--- src/rtl/lpe_pkg.sv ---
package lpe_pkg;

  // Extraction phases, in the order the embedded stream is laid out.
  typedef enum logic [2:0] {
    PH_VERSION = 3'd0,
    PH_LENGTH  = 3'd1,
    PH_KBITS   = 3'd2,
    PH_SKIP    = 3'd3,
    PH_DATA    = 3'd4,
    PH_DONE    = 3'd5
  } phase_t;

  // Header field sizes, given as the last bit position of each field.
  localparam logic [5:0] VERSION_LAST = 6'd15;
  localparam logic [5:0] LENGTH_LAST  = 6'd31;
  localparam logic [5:0] KBITS_LAST   = 6'd2;

  // Field widths of the header and of the payload path.
  localparam int unsigned VERSION_W = 16;
  localparam int unsigned LENGTH_W  = 32;
  localparam int unsigned KBITS_W   = 3;
  localparam int unsigned ACC_W     = 16;
  localparam int unsigned PEND_W    = 4;
  localparam int unsigned BYTE_W    = 8;
  localparam int unsigned KMAX_W    = 7;

  localparam logic [PEND_W-1:0] BYTE_BITS = 4'd8;

endpackage

--- src/rtl/lsb_payload_extract.sv ---
// Throughput: one coefficient per cycle while its beat gives no byte or the output register has
// room; the input register feeds a combinational update of the header and payload state, and an
// output register holds the byte until it is taken.
// Reset (rst_n low, synchronous) returns to the version phase and clears the header fields,
// bit counters, byte count and both valid flags.
module lsb_payload_extract #(
  parameter int COEF_WIDTH = 16
) (
  input  logic                                 clk,
  input  logic                                 rst_n,
  input  logic                                 in_valid,
  output logic                                 in_ready,
  input  logic signed [COEF_WIDTH-1:0]         in_coefficient,
  output logic                                 out_valid,
  input  logic                                 out_ready,
  output logic [lpe_pkg::BYTE_W-1:0]           out_data_byte,
  output logic [lpe_pkg::LENGTH_W-1:0]         out_byte_index,
  output logic                                 out_last_byte,
  output logic [lpe_pkg::VERSION_W-1:0]        out_format_version
);

  // Input register.
  logic                           coef_valid_r;
  logic [COEF_WIDTH-1:0]          coef_r;

  // Extraction state.
  lpe_pkg::phase_t                phase_r, phase_nxt;
  logic [5:0]                     hcnt_r, hcnt_nxt;
  logic [lpe_pkg::VERSION_W-1:0]  version_r, version_nxt;
  logic [lpe_pkg::LENGTH_W-1:0]   length_r, length_nxt;
  logic [lpe_pkg::KBITS_W-1:0]    kbits_r, kbits_nxt;
  logic [lpe_pkg::ACC_W-1:0]      acc_r, acc_nxt;
  logic [lpe_pkg::PEND_W-1:0]     pend_r, pend_nxt;
  logic [lpe_pkg::LENGTH_W-1:0]   bytes_r, bytes_nxt;

  // Output register.
  logic                           out_valid_r, out_valid_nxt;
  logic [lpe_pkg::BYTE_W-1:0]     data_byte_r, data_byte_nxt;
  logic [lpe_pkg::LENGTH_W-1:0]   byte_index_r;
  logic                           last_byte_r, last_byte_nxt;
  logic [lpe_pkg::VERSION_W-1:0]  version_out_r;

  // Step signals.
  logic                           coef_bit;
  logic                           coef_nz;
  logic [lpe_pkg::KMAX_W-1:0]     kmask;
  logic [lpe_pkg::KMAX_W-1:0]     new_bits;
  logic [lpe_pkg::PEND_W-1:0]     pend_sum;
  logic                           emit;
  logic                           out_free;
  logic                           advance;
  logic                           load_out;

  // Handshake: the input register moves on whenever its beat gives no byte or the
  // output register has room.
  assign out_free = !out_valid_r || out_ready;
  assign advance  = coef_valid_r && (out_free || !emit);
  assign load_out = advance && emit;
  assign in_ready = !coef_valid_r || advance;

  // Low coefficient bits used by the header and payload phases.
  assign coef_bit = coef_r[0];
  assign coef_nz  = |coef_r;
  assign kmask    = ~({lpe_pkg::KMAX_W{1'b1}} << kbits_r);
  assign new_bits = coef_r[lpe_pkg::KMAX_W-1:0] & kmask;
  assign pend_sum = pend_r + lpe_pkg::PEND_W'(kbits_r);

  // Next-state logic for one coefficient; zero coefficients leave everything unchanged.
  always_comb begin
    phase_nxt     = phase_r;
    hcnt_nxt      = hcnt_r;
    version_nxt   = version_r;
    length_nxt    = length_r;
    kbits_nxt     = kbits_r;
    acc_nxt       = acc_r;
    pend_nxt      = pend_r;
    bytes_nxt     = bytes_r;
    emit          = 1'b0;
    data_byte_nxt = '0;
    last_byte_nxt = 1'b0;
    if (coef_nz) begin
      case (phase_r)
        lpe_pkg::PH_VERSION: begin
          version_nxt = version_r | (lpe_pkg::VERSION_W'(coef_bit) << hcnt_r[3:0]);
          if (hcnt_r == lpe_pkg::VERSION_LAST) begin
            hcnt_nxt  = '0;
            phase_nxt = lpe_pkg::PH_LENGTH;
          end else begin
            hcnt_nxt = hcnt_r + 6'd1;
          end
        end
        lpe_pkg::PH_LENGTH: begin
          length_nxt = length_r | (lpe_pkg::LENGTH_W'(coef_bit) << hcnt_r[4:0]);
          if (hcnt_r == lpe_pkg::LENGTH_LAST) begin
            hcnt_nxt  = '0;
            phase_nxt = lpe_pkg::PH_KBITS;
          end else begin
            hcnt_nxt = hcnt_r + 6'd1;
          end
        end
        lpe_pkg::PH_KBITS: begin
          kbits_nxt = kbits_r | (lpe_pkg::KBITS_W'(coef_bit) << hcnt_r[1:0]);
          if (hcnt_r == lpe_pkg::KBITS_LAST) begin
            hcnt_nxt  = '0;
            phase_nxt = lpe_pkg::PH_SKIP;
          end else begin
            hcnt_nxt = hcnt_r + 6'd1;
          end
        end
        lpe_pkg::PH_SKIP: begin
          phase_nxt = lpe_pkg::PH_DATA;
        end
        lpe_pkg::PH_DATA: begin
          if (bytes_r >= length_r) begin
            phase_nxt = lpe_pkg::PH_DONE;
          end else begin
            acc_nxt = (acc_r << kbits_r) | lpe_pkg::ACC_W'(new_bits);
            if (pend_sum >= lpe_pkg::BYTE_BITS) begin
              emit          = 1'b1;
              pend_nxt      = pend_sum - lpe_pkg::BYTE_BITS;
              bytes_nxt     = bytes_r + 32'd1;
              data_byte_nxt = lpe_pkg::BYTE_W'(acc_nxt >> pend_nxt);
              last_byte_nxt = (bytes_nxt == length_r);
            end else begin
              pend_nxt = pend_sum;
            end
          end
        end
        default: begin
          phase_nxt = phase_r;
        end
      endcase
    end
  end

  // Output valid flag.
  always_comb begin
    if (load_out) begin
      out_valid_nxt = 1'b1;
    end else if (out_ready) begin
      out_valid_nxt = 1'b0;
    end else begin
      out_valid_nxt = out_valid_r;
    end
  end

  // Control and header state.
  always_ff @(posedge clk) begin
    if (!rst_n) begin
      coef_valid_r <= 1'b0;
      out_valid_r  <= 1'b0;
      phase_r      <= lpe_pkg::PH_VERSION;
      hcnt_r       <= '0;
      version_r    <= '0;
      length_r     <= '0;
      kbits_r      <= '0;
      acc_r        <= lpe_pkg::ACC_W'(1);
      pend_r       <= '0;
      bytes_r      <= '0;
    end else begin
      out_valid_r <= out_valid_nxt;
      if (in_ready) begin
        coef_valid_r <= in_valid;
      end
      if (advance) begin
        phase_r   <= phase_nxt;
        hcnt_r    <= hcnt_nxt;
        version_r <= version_nxt;
        length_r  <= length_nxt;
        kbits_r   <= kbits_nxt;
        acc_r     <= acc_nxt;
        pend_r    <= pend_nxt;
        bytes_r   <= bytes_nxt;
      end
    end
  end

  // Payload registers.
  always_ff @(posedge clk) begin
    if (in_ready && in_valid) begin
      coef_r <= in_coefficient;
    end
    if (load_out) begin
      data_byte_r   <= data_byte_nxt;
      byte_index_r  <= bytes_r;
      last_byte_r   <= last_byte_nxt;
      version_out_r <= version_r;
    end
  end

  assign out_valid          = out_valid_r;
  assign out_data_byte      = data_byte_r;
  assign out_byte_index     = byte_index_r;
  assign out_last_byte      = last_byte_r;
  assign out_format_version = version_out_r;

  // A byte is only produced while in the data phase.
  a_emit_in_data: assert property (@(posedge clk) disable iff (!rst_n)
    load_out |-> (phase_r == lpe_pkg::PH_DATA))
    else $error("byte produced outside the data phase");

  // Once done, no further byte is ever produced.
  a_done_silent: assert property (@(posedge clk) disable iff (!rst_n)
    (phase_r == lpe_pkg::PH_DONE) |-> !load_out)
    else $error("byte produced after completion");

  // Fewer than eight bits remain pending at all times, including after a byte is taken.
  a_pend_bound: assert property (@(posedge clk) disable iff (!rst_n)
    pend_r < lpe_pkg::BYTE_BITS)
    else $error("pending bit count reached a full byte");

  // The last byte leaves the byte count equal to the payload length.
  a_last_count: assert property (@(posedge clk) disable iff (!rst_n)
    (load_out && last_byte_nxt) |=> (bytes_r == length_r))
    else $error("last byte flagged with a byte count short of the length");

  // A beat waiting in the input register is never dropped while the output is full.
  a_hold_input: assert property (@(posedge clk) disable iff (!rst_n)
    (coef_valid_r && !advance) |=> (coef_valid_r && $stable(coef_r)))
    else $error("stalled coefficient lost from the input register");

endmodule
--- config.mk ---
export PLATFORM = sky130hd
export DESIGN_NAME = lsb_payload_extract
export DESIGN_NICKNAME = d
export VERILOG_FILES = /design/src/rtl/lpe_pkg.sv /design/src/rtl/lsb_payload_extract.sv
export SDC_FILE = /design/constraint.sdc
export NUM_CORES = 1
export LEC_CHECK = 0
export ABC_AREA = 1
export BUFFER_PORTS_ARGS = -buffer_cell sky130_fd_sc_hd__buf_2
export CORE_UTILIZATION = 30
export CTS_BUF_LIST = sky130_fd_sc_hd__clkbuf_8
export DETAILED_ROUTE_END_ITERATION = 16
export PLACE_DENSITY = 0.48
export SLEW_MARGIN = 20
export SYNTH_ARGS = -nofsm -noshare
export SYNTH_HDL_FRONTEND = slang
export SYNTH_SLANG_ARGS = --single-unit
--- constraint.sdc ---
create_clock -name clk -period 7 [get_ports clk]
set_clock_uncertainty 0.05 [all_clocks]
set_input_delay 2.1 -clock clk [delete_from_list [all_inputs] [get_ports clk]]
set_output_delay 2.1 -clock clk [all_outputs]
set_load 0.05 [all_outputs]
==> results.cfg <==
[run_status]
status = complete, no violations

[drt]
wl_per_cell_um = 15.2
drt_wl_total_mm = 29.4
via_per_inst = 4.85
final_antenna_net_count = 0
dr.first_iter.drc_count = 799
drcViolationCount = 0
first_pass_iters = 5
vias = 9413

[power_and_ir_drop]
vdd_drop_max_uv = 120
p_int_mw = 1.50
switching_power_mw = 0.470
leakage_nw = 4.56
power_frac_clock_pct = 39.6
total_power_mw = 1.96
combPwrFrac_pct = 2.5
p_seq_share_pct = 57.9
power_density_nw_per_um2 = 170
switching_share_pct = 23.9

[clock_network]
ctsResizeCount = 0
htree_levels = 4
cts_buffer_depth = 2
clkSinkCount = 187
clockRootBuffer = clkbuf_8
hold_buffers = 0
cts_tree = yes
postCtsSetupBuffers = 0
clk_latency_ps = 520
clk_pin_slew_ps = 100
cts-buffers-inserted = 17

[logic_synthesis]
synth.most_common_cell = nand2_1
synth_top_area_share_pct = 22.0
yosys-mux-area-fraction_pct = 0.193
syn_inst = 1428
netlist_area_sq_um = 10400
yosysTopAreaCell = dfxtp_1
synth_nets = 1487
synthSimpleGateAreaFrac_pct = 29.3
synth-compound-area-share_pct = 12.5
seq_area_frac_synth_pct = 43.1
ys_seq_elements = 187
yosysWarnings = 0
synth_ff_type = dfxtp_1
synth-adder-area-share_pct = 4.78
synthXorXnorAreaFrac_pct = 0.929
synthArstFlopShare_pct = 0
avgSynthCellArea_sq_um = 7.26
synth-edff-count = 73
synth_cell_types = 45
synth_area_leaders = dfxtp_1, edfxtp_1, nand2_1, inv_1, a21oi_1
synthTopCellsByCount = nand2_1, inv_1, nor2_1, a21oi_1, dfxtp_1
synth_top_family_by_area = simple AND/OR/NAND/NOR gates

[job]
maxCapViolCount = 0

[layout]
nets = 1536
final.fill_count = 3642
stdcell_count = 1939
areaGrowthSynthToFinish_pct = 11.5
drive_above_1_share_pct = 9.73
post-route-util_pct = 34.2

[timing]
hold_viol = 0
fin_crit_sh_pct = 74.5
setup_viol = 0
tightest_slew_ps = 935
slew_viol_final = 0
rsz0062_at_grt = no
fin_tns_setup_ps = 0
max-slew-margin-rel_pct = 37.6
max_freq_mhz = 192
period_needed_ps = 5220

[min_path]
hold_path.class = reg -> reg

[floorplan]
start_util_pct = 30.7
die_w_um = 188
io_pins = 79
die_area_sq_um = 35300
core_sq_um = 33800
std_cell_rows = 67
chipHeight_um = 188

[global_routing]
grt_antenna_before_repair = 0
grt_first_pass_wirelength_mm = 47.3
grt_usage_pct = 17.2
grt_max_degree = 56
grt_pass1_vias = 8771
grt-ovfl-total = 0

[worst_setup_path]
setup.worst_path.start_class = flop
end_kind = output port
crit_arrival_ps = 3070
required_ps = 4850
path_class = reg -> out
cp_max_fo = 33

[placement]
hpwl_mm = 21.6
gp_congestion = 0.870
dp_cells = 1906
io_buffers = 78
==> critical path: stages (launching register included) <==
cell	delay (ps)
dfxtp_1	940
ha_1	320
nand3_1	80
nand2_1	90
or2_0	110
nand2_1	80
nor2_1	180
nand3_4	170
inv_2	100
nand2_2	50
nor2_1	150
inv_1	70
buf_2	210
==> layer usage <==
layer,GRT usage [%],wire (um),vias up
met5,0,0,-
met4,4.69,376,0
met3,3.69,1300,30
met2,27.5,13400,194
met1,23.3,14300,4331
li1,-,-,4858
==> path summary, 6_finish.rpt <==
check,startpoint,slack (ps),cells after the start,to
worst min register to register,version_r[15]$_SDFFE_PN0P_,380,0,out_format_version[15]$_DFFE_PP_
worst max-delay path,kbits_r[0]$_SDFFE_PN0P_,1780,12,in_ready
worst min-delay path,version_r[15]$_SDFFE_PN0P_,380,0,out_format_version[15]$_DFFE_PP_
worst max register to register,kbits_r[0]$_SDFFE_PN0P_,3100,14,pend_r[2]$_SDFFE_PN0P_
==> sequential cells by signal, summed over array words and instances (netlist names), 3 cells and up <==
signal,count
bytes_r,32
length_r,32
out_byte_index,32
acc_r,16
coef_r,16
out_format_version,16
version_r,16
out_data_byte,8
hcnt_r,6
pend_r,4
kbits_r,3
phase_r,3
==> power by group through the flow <==
stage | Clock, mW | Combinational (mW) | Sequential [mW]
4_1_cts | 0.807 | 0.0490 | 1.14
3_3_place_gp | 0 | 0.0484 | 1.16
5_1_grt | 0.838 | 0.0545 | 1.14
2_1_floorplan | 0 | 0.0313 | 1.16
6_report | 0.778 | 0.0485 | 1.14
3_5_place_dp | 0 | 0.0490 | 1.16
==> final cells by class <==
class	count	area [sq um]	share of cell area, %
multi-input combinational	997	4960	42.9
sequential	187	4470	38.7
inverter	189	709	6.14
tap	448	561	4.85
timing repair buffer	85	443	3.83
clock buffer	20	275	2.38
clock inverter	12	136	1.18
antenna	1	2.50	0.0216
==> kinds of logic (layout without fill, tap and decap cells) <==
group,Yosys count,count (layout)
xor+xnor,11,11
other cells,0,1
fa+ha+maj,39,39
simple gates,696,696
flops,187,187
compound gates,249,249
mux,2,2
buf+inv,244,306
==> metrics by stage <==
stage | area [sq um] | worst slack (ps) | hold WS (ps)
after CTS | 11600 | 1680 | 385
after global placement | 11100 | 1950 | 364
after detailed placement | 11100 | 1920 | 369
after global routing | 11600 | 1470 | 401
after floorplan | 10400 | 2050 | 358
final | 11600 | 1780 | 382
==> layout by cell type, fill, tap and decap left out, types with 3 or more instances in the layout <==
cell	Yosys	final
nand2_1	338	338
inv_1	179	179
nor2_1	142	140
a21oi_1	125	125
dfxtp_1	114	114
nand3_1	113	113
o21ai_0	101	101
buf_2	16	78
edfxtp_1	73	73
nand4_1	66	66
ha_1	38	38
clkbuf_8	0	20
nor3_1	14	14
xor2_1	9	9
inv_2	6	7
buf_4	3	7
nor2_2	5	6
or2_2	6	6
nand3_2	4	4
clkinv_1	4	4
inv_6	0	4
a31oi_1	3	3
a211oi_1	3	3
o211ai_1	3	3
o21bai_1	3	3
Power figures use the tool's default switching activity.
